[src/rtl/dp2g_pkg.sv]
`default_nettype none
// ----------------------------------------------------------------------------
// dp2g_pkg: shared types and helpers of the decimal power-of-two generator
// Holds the sequencer state type, the digit unit result and the divide by ten.
// ----------------------------------------------------------------------------
package dp2g_pkg;

    localparam int RESULT_LIMIT = 32;
    localparam int MIN_EXPONENT = -512;

    typedef enum logic [2:0] {
        S_IDLE,
        S_START,
        S_PASS,
        S_TAIL,
        S_FIN,
        S_GATHER,
        S_SEND
    } t_state;

    // One digit of a multiply-with-carry pass: new digit and carry out.
    typedef struct packed {
        logic [2:0] carry;
        logic [3:0] digit;
    } t_digit_res;

    // Split a small product into quotient and remainder by ten.
    function automatic t_digit_res f_div10(input logic [6:0] v);
        t_digit_res res;
        logic [6:0] rem;
        logic [2:0] q;
        rem = v;
        q   = 3'd0;
        for (int i = 0; i < 7; i++) begin
            if (rem >= 7'd10) begin
                rem = rem - 7'd10;
                q   = q + 3'd1;
            end
        end
        res.digit = rem[3:0];
        res.carry = q;
        return res;
    endfunction

endpackage
`default_nettype wire

[src/rtl/dp2g_digit_alu.sv]
`default_nettype none
// ----------------------------------------------------------------------------
// dp2g_digit_alu: shared digit multiply-with-carry unit
// Computes digit * (2 or 5) + carry and splits the sum into digit and carry.
// ----------------------------------------------------------------------------
module dp2g_digit_alu (
    input  logic               i_base_five,
    input  logic [3:0]         i_digit,
    input  logic [2:0]         i_carry,
    output dp2g_pkg::t_digit_res o_res
);
    import dp2g_pkg::*;

    logic [6:0] w_sum;

    always_comb begin
        if (i_base_five) begin
            w_sum = ({3'b000, i_digit} << 2) + {3'b000, i_digit} + {4'b0000, i_carry};
        end else begin
            w_sum = ({3'b000, i_digit} << 1) + {4'b0000, i_carry};
        end
    end

    assign o_res = f_div10(w_sum);

endmodule
`default_nettype wire

[src/rtl/dp2g_digit_store.sv]
`default_nettype none
// ----------------------------------------------------------------------------
// dp2g_digit_store: digit memory, one write and one registered read port
// Holds one BCD digit per entry, least significant digit at address zero.
// ----------------------------------------------------------------------------
module dp2g_digit_store #(
    parameter int AW = 9
) (
    input  logic          i_clk,
    input  logic          i_we,
    input  logic [AW-1:0] i_waddr,
    input  logic [3:0]    i_wdata,
    input  logic [AW-1:0] i_raddr,
    output logic [3:0]    o_rdata
);
    logic [3:0] r_mem [0:(1<<AW)-1];
    logic [3:0] r_rdata;

    always_ff @(posedge i_clk) begin
        if (i_we) begin
            r_mem[i_waddr] <= i_wdata;
        end
    end

    always_ff @(posedge i_clk) begin
        r_rdata <= r_mem[i_raddr];
    end

    assign o_rdata = r_rdata;

endmodule
`default_nettype wire

[src/rtl/decimal_power_of_two_generator.sv]
`default_nettype none
// ----------------------------------------------------------------------------
// decimal_power_of_two_generator: exact decimal digits of 2^n
// Builds 2^n (or 5^|n| for negative n) digit by digit and streams BCD groups.
// ----------------------------------------------------------------------------
// Usage:
//   Input channel (i_valid / o_stall) takes one word: the signed exponent n.
//   Exponents below -512 are clamped to -512. o_stall stays high from the
//   accepting edge until the last result group has been taken.
//   For n >= 0 the store starts at one and is doubled n times; for n < 0 it is
//   multiplied by five |n| times and the decimal exponent is n.
//   Each pass walks the digit store through the shared digit unit at one digit
//   per cycle, then a tail step appends any leftover carry; the time for one
//   word grows with |n| and the digit count, limited by the single memory read
//   port and the shared digit unit.
//   Output channel (o_valid / i_stall) then sends ceil(count / DIGITS_PER_GROUP)
//   groups (at most 32), low group first, each gathered digit by digit from
//   the store, with a setup step before the first group;
//   o_last_group flags the final one.
//   While i_stall is high the current group and its fields hold steady.
//   Reset (i_rst_n low, synchronous) returns to idle with an empty store; the
//   store needs no clearing pass since only written entries are ever read.
// ----------------------------------------------------------------------------
module decimal_power_of_two_generator #(
    parameter int MAX_DIGITS       = 512,
    parameter int DIGITS_PER_GROUP = 16
) (
    input  logic               i_clk,
    input  logic               i_rst_n,
    // exponent channel
    input  logic               i_valid,
    output logic               o_stall,
    input  logic signed [10:0] i_binary_exponent,
    // result channel
    output logic               o_valid,
    input  logic               i_stall,
    output logic [63:0]        o_digit_group,
    output logic [4:0]         o_group_index,
    output logic [9:0]         o_digit_count,
    output logic signed [9:0]  o_decimal_exponent,
    output logic               o_last_group
);
    import dp2g_pkg::*;

    // address, length, position and in-group digit widths
    localparam int AW = $clog2(MAX_DIGITS);
    localparam int LW = $clog2(MAX_DIGITS + 1);
    localparam int PW = $clog2(MAX_DIGITS + DIGITS_PER_GROUP + 1);
    localparam int JW = (DIGITS_PER_GROUP > 1) ? $clog2(DIGITS_PER_GROUP) : 1;

    t_state r_state, n_state;

    logic [LW-1:0]      r_len, n_len;         // digits held
    logic [9:0]         r_passes, n_passes;   // passes still to run
    logic               r_neg, n_neg;         // multiply by five
    logic [2:0]         r_carry, n_carry;
    logic [PW-1:0]      r_pos, n_pos;         // digit position being worked
    logic [JW-1:0]      r_j, n_j;             // digit within current group
    logic [63:0]        r_word, n_word;       // group being assembled
    logic [4:0]         r_g, n_g;             // group being assembled
    logic signed [9:0]  r_dec_exp, n_dec_exp;
    logic [63:0]        r_out_word, n_out_word;
    logic [4:0]         r_out_g, n_out_g;
    logic               r_out_last, n_out_last;

    // store and digit unit hookup
    logic               mem_we;
    logic [AW-1:0]      mem_waddr;
    logic [3:0]         mem_wdata;
    logic [3:0]         mem_rdata;
    t_digit_res         alu_res;

    // decoded conditions
    logic               in_accept;
    logic               out_accept;
    logic signed [10:0] sat_n;
    logic [10:0]        mag_n;
    logic               pass_last;
    logic               passes_done;
    logic               grow;
    logic               group_done;
    logic               group_last;
    logic [3:0]         gather_nib;
    logic [LW+9:0]      len_wide;
    logic [LW+9:0]      len_m1_wide;

    assign in_accept  = i_valid && !o_stall;
    assign out_accept = o_valid && !i_stall;

    // clamp the exponent and take its magnitude as the pass count
    always_comb begin
        sat_n = (i_binary_exponent < 11'(MIN_EXPONENT)) ? 11'(MIN_EXPONENT)
                                                         : i_binary_exponent;
        mag_n = sat_n[10] ? 11'(-sat_n) : sat_n;
    end

    assign pass_last   = (r_pos + PW'(1)) == PW'(r_len);
    assign passes_done = (r_passes == 10'd1);
    assign grow        = (r_carry != 3'd0) && (r_len < LW'(MAX_DIGITS));
    assign group_done  = (r_j == JW'(DIGITS_PER_GROUP - 1));
    assign group_last  = ((r_pos + PW'(1)) >= PW'(r_len)) || (&r_g);
    assign gather_nib  = (r_pos < PW'(r_len)) ? mem_rdata : 4'h0;
    assign len_wide    = {10'd0, r_len};
    assign len_m1_wide = {10'd0, r_len - LW'(1)};

    dp2g_digit_store #(
        .AW (AW)
    ) u_store (
        .i_clk   (i_clk),
        .i_we    (mem_we),
        .i_waddr (mem_waddr),
        .i_wdata (mem_wdata),
        .i_raddr (n_pos[AW-1:0]),
        .o_rdata (mem_rdata)
    );

    dp2g_digit_alu u_alu (
        .i_base_five (r_neg),
        .i_digit     (mem_rdata),
        .i_carry     (r_carry),
        .o_res       (alu_res)
    );

    // next state
    always_comb begin
        n_state = r_state;
        case (r_state)
            S_IDLE: begin
                if (in_accept) begin
                    n_state = S_START;
                end
            end
            S_START: begin
                n_state = (r_passes == 10'd0) ? S_FIN : S_PASS;
            end
            S_PASS: begin
                if (pass_last) begin
                    n_state = S_TAIL;
                end
            end
            S_TAIL: begin
                n_state = passes_done ? S_FIN : S_PASS;
            end
            S_FIN: begin
                n_state = S_GATHER;
            end
            S_GATHER: begin
                if (group_done) begin
                    n_state = S_SEND;
                end
            end
            S_SEND: begin
                if (out_accept) begin
                    n_state = r_out_last ? S_IDLE : S_GATHER;
                end
            end
            default: begin
                n_state = S_IDLE;
            end
        endcase
    end

    // datapath and store control
    always_comb begin
        n_len      = r_len;
        n_passes   = r_passes;
        n_neg      = r_neg;
        n_carry    = r_carry;
        n_pos      = r_pos;
        n_j        = r_j;
        n_word     = r_word;
        n_g        = r_g;
        n_dec_exp  = r_dec_exp;
        n_out_word = r_out_word;
        n_out_g    = r_out_g;
        n_out_last = r_out_last;
        mem_we     = 1'b0;
        mem_waddr  = r_pos[AW-1:0];
        mem_wdata  = alu_res.digit;
        case (r_state)
            S_IDLE: begin
                if (in_accept) begin
                    // seed the store with the single digit one
                    mem_we    = 1'b1;
                    mem_waddr = '0;
                    mem_wdata = 4'd1;
                    n_len     = LW'(1);
                    n_neg     = sat_n[10];
                    n_passes  = mag_n[9:0];
                    n_dec_exp = sat_n[9:0];
                    n_pos     = '0;
                end
            end
            S_START: begin
                n_pos   = '0;
                n_carry = 3'd0;
            end
            S_PASS: begin
                // rewrite this digit, advance to the next one
                mem_we  = 1'b1;
                n_carry = alu_res.carry;
                if (!pass_last) begin
                    n_pos = r_pos + PW'(1);
                end
            end
            S_TAIL: begin
                // append the leftover carry as a new top digit
                if (grow) begin
                    mem_we    = 1'b1;
                    mem_waddr = r_len[AW-1:0];
                    mem_wdata = {1'b0, r_carry};
                    n_len     = r_len + LW'(1);
                end
                n_carry  = 3'd0;
                n_passes = r_passes - 10'd1;
                n_pos    = '0;
            end
            S_FIN: begin
                if (!r_neg) begin
                    n_dec_exp = len_m1_wide[9:0];
                end
                n_pos  = '0;
                n_j    = '0;
                n_word = '0;
                n_g    = 5'd0;
            end
            S_GATHER: begin
                n_word[4*r_j +: 4] = gather_nib;
                n_pos = r_pos + PW'(1);
                if (group_done) begin
                    n_out_word = n_word;
                    n_out_g    = r_g;
                    n_out_last = group_last;
                end else begin
                    n_j = r_j + JW'(1);
                end
            end
            S_SEND: begin
                // hold the read on the first digit of the next group
                if (out_accept && !r_out_last) begin
                    n_g    = r_g + 5'd1;
                    n_j    = '0;
                    n_word = '0;
                end
            end
            default: begin
            end
        endcase
    end

    always_ff @(posedge i_clk) begin
        if (!i_rst_n) begin
            r_state   <= S_IDLE;
            r_len     <= '0;
            r_passes  <= 10'd0;
            r_carry   <= 3'd0;
            r_dec_exp <= 10'sd0;
        end else begin
            r_state   <= n_state;
            r_len     <= n_len;
            r_passes  <= n_passes;
            r_carry   <= n_carry;
            r_dec_exp <= n_dec_exp;
        end
    end

    always_ff @(posedge i_clk) begin
        r_neg      <= n_neg;
        r_pos      <= n_pos;
        r_j        <= n_j;
        r_word     <= n_word;
        r_g        <= n_g;
        r_out_word <= n_out_word;
        r_out_g    <= n_out_g;
        r_out_last <= n_out_last;
    end

    assign o_stall            = (r_state != S_IDLE);
    assign o_valid            = (r_state == S_SEND);
    assign o_digit_group      = r_out_word;
    assign o_group_index      = r_out_g;
    assign o_digit_count      = len_wide[9:0];
    assign o_decimal_exponent = r_dec_exp;
    assign o_last_group       = r_out_last;

`ifndef SYNTHESIS
    a_len_bound: assert property (@(posedge i_clk) disable iff (!i_rst_n)
        r_len <= LW'(MAX_DIGITS))
        else $error("digit count beyond store depth");

    a_pass_in_range: assert property (@(posedge i_clk) disable iff (!i_rst_n)
        (r_state == S_PASS) |-> (r_pos < PW'(r_len)))
        else $error("pass reads beyond the held digits");

    a_seed: assert property (@(posedge i_clk) disable iff (!i_rst_n)
        in_accept |=> (r_state == S_START) && (r_len == LW'(1)))
        else $error("accepted exponent did not seed the store");

    a_passes_finished: assert property (@(posedge i_clk) disable iff (!i_rst_n)
        o_valid |-> (r_passes == 10'd0) && (r_len != '0))
        else $error("result sent before all passes ran");
`endif

endmodule
`default_nettype wire
[config.mk]
export PLATFORM = sky130hd
export DESIGN_NAME = decimal_power_of_two_generator
export DESIGN_NICKNAME = d
export VERILOG_FILES = /design/src/rtl/dp2g_pkg.sv /design/src/rtl/dp2g_digit_alu.sv /design/src/rtl/dp2g_digit_store.sv /design/src/rtl/decimal_power_of_two_generator.sv
export SDC_FILE = /design/constraint.sdc
export NUM_CORES = 2
export LEC_CHECK = 0
export CAP_MARGIN = 5
export CORE_MARGIN = 1.5
export CORE_UTILIZATION = 45
export DETAILED_ROUTE_END_ITERATION = 7
export DONT_BUFFER_PORTS = 1
export PLACE_DENSITY = 0.66
export SYNTH_ARGS = -nofsm -noshare
export SYNTH_HDL_FRONTEND = slang
export SYNTH_HIERARCHICAL = 1
export SYNTH_SLANG_ARGS = --single-unit
[constraint.sdc]
create_clock -name i_clk -period 19 [get_ports i_clk]
set_input_delay 3.8 -clock i_clk [delete_from_list [all_inputs] [get_ports i_clk]]
set_output_delay 3.8 -clock i_clk [all_outputs]
set_load 0.02 [all_outputs]
==> impl_metrics.yaml <==
routing:
  drc_errors: 0
  routedWlPerCell_um: 26.8
  drtPass1Iterations: 6
  vias_per_cell: 6.13
  dr_total_vias: 51941
  drtIter0Drc: 6060
  drt_wl_total_um: 227000
  ant_nets: 0
hold_path:
  hp-class: "flip-flop to flip-flop"
placement:
  place.gp.congestion: 0.866
  dp.final_hpwl_um: 133000
  port_buffers: 0
yosys:
  synth.mux.area_fraction: 0.125
  ys_seq_area_frac: 0.716
  yosys_warnings: 6
  synth_top_family_by_area: "multiplexers"
  synthCells: 5666
  synthAdderAreaFrac: 0.00748
  syn_nets: 5735
  synth_compound_area_frac: 0.0606
  synth-seq-cells: 2242
  synth_edf_count: 2193
  netlist_area_um2: 93300
  ys_async_sr_fraction: 0
  syn_avg_cell_area_um2: 16.5
  ys_types: 99
  synth_xor_area_frac: 0.00404
  synth-simple-area-share: 0.0650
  ys.flop_type: "edfxtp_1"
global_routing:
  grt_pass1_wl_um: 338000
  grtUsageTotal: 0.214
  antenna_found_initial: 4
  overflow: 0
  grt_pass1_vias: 51062
  grt_max_degree: 245
setup_path:
  path_max_fanout: 190
  setup.worst_path.class: "flip-flop to flip-flop"
  required_ns: 19.51
  cp_slowest_stage_delay_ns: 0.89
  cp_slowest_cell: "o21ai_0"
  critPathTopFamily: "compound AO/OA/AOI/OAI gates"
  cp.arrival_ns: 11.87
  endpoint_kind: "flip-flop"
  start_kind: "flip-flop"
  cp.buffers_inverters: 5
floorplan:
  start_util: 0.454
  core_area_um2: 205000
  rows: 166
  ios: 107
  dieWidth_um: 458
  dieArea_um2: 210000
  die_h_um: 458
sta:
  slew_headroom: 0.146
  rsz0062_at_grt: "no"
  finalSetupTns_ns: 0
  period_needed_ns: 11.36
  hold_violations: 0
  clock_skew_ns: 0.0458
  tightest_slew_ns: 1.28
  fmax_mhz: 88.0
  final.period_utilization: 0.598
  final_max_slew_viol_count: 0
  finalSetupViolations: 0
cts:
  post_cts_buffers: 0
  cts_inserted_buffers: 216
  root_buffer: "clkbuf_16"
  htreeDepth: 4
  cts_resized: 0
  insertion_delay_ns: 0.88
  cts_buffer_depth: 3
  hold_buffers: 0
  path_clk_slew_ns: 0.07
  clkSinkCount: 2242
  cts_tree: "done"
flow_run:
  maxCapViolations: 0
outcome:
  status: "complete, no violations"
layout:
  layout-drive-gt1-share: 0.137
  nNetsFinal: 5671
  area_growth_pct: 10.3
==> state kept, by name, indices dropped and copies added (netlist names) <==
signal and cells:
u_store/r_mem 2048, r_state 3, u_store/o_rdata 4, r_j 4, r_passes 10, r_neg 1
r_g 5, o_decimal_exponent 10, o_last_group 1, o_digit_group 64, o_group_index 5, r_word 64
r_pos 10, o_digit_count 10, r_carry 3
==> path summary, 6_finish.rpt <==
check                                       endpoint                from  slack [ns]  depth (start not counted)
worst max-delay path            u_store/r_mem[86][1]  u_store/o_rdata[2]        7.64                         32
worst min-delay path                o_group_index[4]              r_g[4]        0.48                          0
worst max register to register  u_store/r_mem[86][1]  u_store/o_rdata[2]        7.64                         32
worst min register to register      o_group_index[4]              r_g[4]        0.48                          0
==> worst register-to-register path: cells and delay by family, from the launching register on <==
| family | cells | cell delay [ns] |
|---|---|---|
| adder cells (fa/ha/maj) | 5 | 1.73 |
| buffers and inverters | 5 | 2.04 |
| AO/OA/AOI/OAI | 10 | 3.80 |
| AND/OR/NAND/NOR | 8 | 1.47 |
| XOR/XNOR | 1 | 0.20 |
| multiplexers | 3 | 0.95 |
| flip-flops | 1 | 0.72 |
==> cell usage in the layout, fill, tap and decap left out, drive strengths merged, types with 13 or more instances in the layout <==
master       n
nor2b       21
o22ai       85
and3        15
nor4        33
nor3        88
and2        25
o221ai     171
clkbuf     263
nand3      126
xnor2       31
a31oi       23
ha          51
a22o        14
clkinvlp    13
a22oi       27
dfxtp       49
mux4       327
clkinv      91
a21o        13
edfxtp    2193
o21ai      139
mux2i      412
bufinv      30
inv         45
nand2b      18
nand2      300
nor2       641
buf         78
or3         14
nand4       28
a21oi      155
o31ai       47
a211oi      23
==> through the flow <==
stage / hold slack [ns] / instances / setup WS [ns] / util / instance area, µm²
floorplan: 0.433 / 5666 / 4.04 / - / 93300
global placement: 0.461 / 8070 / 8.33 / 0.466 / 95700
detailed placement: 0.458 / 8071 / 7.95 / 0.466 / 95700
CTS: 0.477 / 8470 / 7.94 / 0.501 / 103000
global route: 0.492 / 8472 / 6.81 / 0.501 / 103000
finish: 0.477 / 8476 / 7.64 / 0.501 / 103000
==> cell usage after synthesis, drive strengths merged (7+ instances only) <==
cell type	number	area (µm²)
a2111oi	7	73.8
a211oi	23	173
a21o	13	97.6
a21oi	155	783
a222oi	9	90.1
a22o	14	123
a22oi	27	203
a31oi	23	144
and2	25	156
and3	15	93.8
buf	172	1210
clkbuf	188	706
dfxtp	49	981
edfxtp	2193	65900
ha	51	638
inv	42	158
mux2	11	124
mux2i	412	4130
mux4	327	7380
nand2	300	1130
nand2b	18	113
nand3	126	643
nand3b	7	52.6
nand4	28	175
nor2	641	2410
nor2b	21	131
nor3	88	445
nor3b	12	95.1
nor4	33	206
o2111ai	8	76.3
o211ai	9	67.6
o21ai	139	696
o21bai	8	60.1
o221ai	171	1500
o22ai	85	538
o2bb2ai	12	111
o31ai	47	353
or2	10	65.1
or3	14	87.6
xnor2	31	272
xor2	12	105
==> cells by family (layout without fill, tap and decap cells) <==
group,Yosys count,count (layout)
AO/OA/AOI/OAI,807,807
XOR/XNOR,43,43
adder cells (fa/ha/maj),54,54
buffers and inverters,403,520
flip-flops,2242,2242
multiplexers,750,750
other,0,5
AND/OR/NAND/NOR,1367,1367
==> final cells by class <==
type | instances | area, µm²
clock inverter | 136 | 1640
tap | 2688 | 3360
multi-input combinational | 3021 | 24700
inverter | 43 | 165
clock buffer | 263 | 5600
timing repair buffer | 78 | 698
sequential | 2242 | 66800
antenna | 5 | 12.5
fill | 16524 | 102000
==> per-layer routing <==
layer / vias up / share of wire / global-route usage
met4: 2 / 0.033 / 0.0715
met2: 2408 / 0.48 / 0.340
met1: 26573 / 0.41 / 0.293
li1: 22533 / - / -
met5: - / 0.000057 / 0
met3: 425 / 0.086 / 0.0454
Power is left out: the tool's default activity adds up to more than one toggle a clock period on the data nets, which glitch-free logic cannot reach.
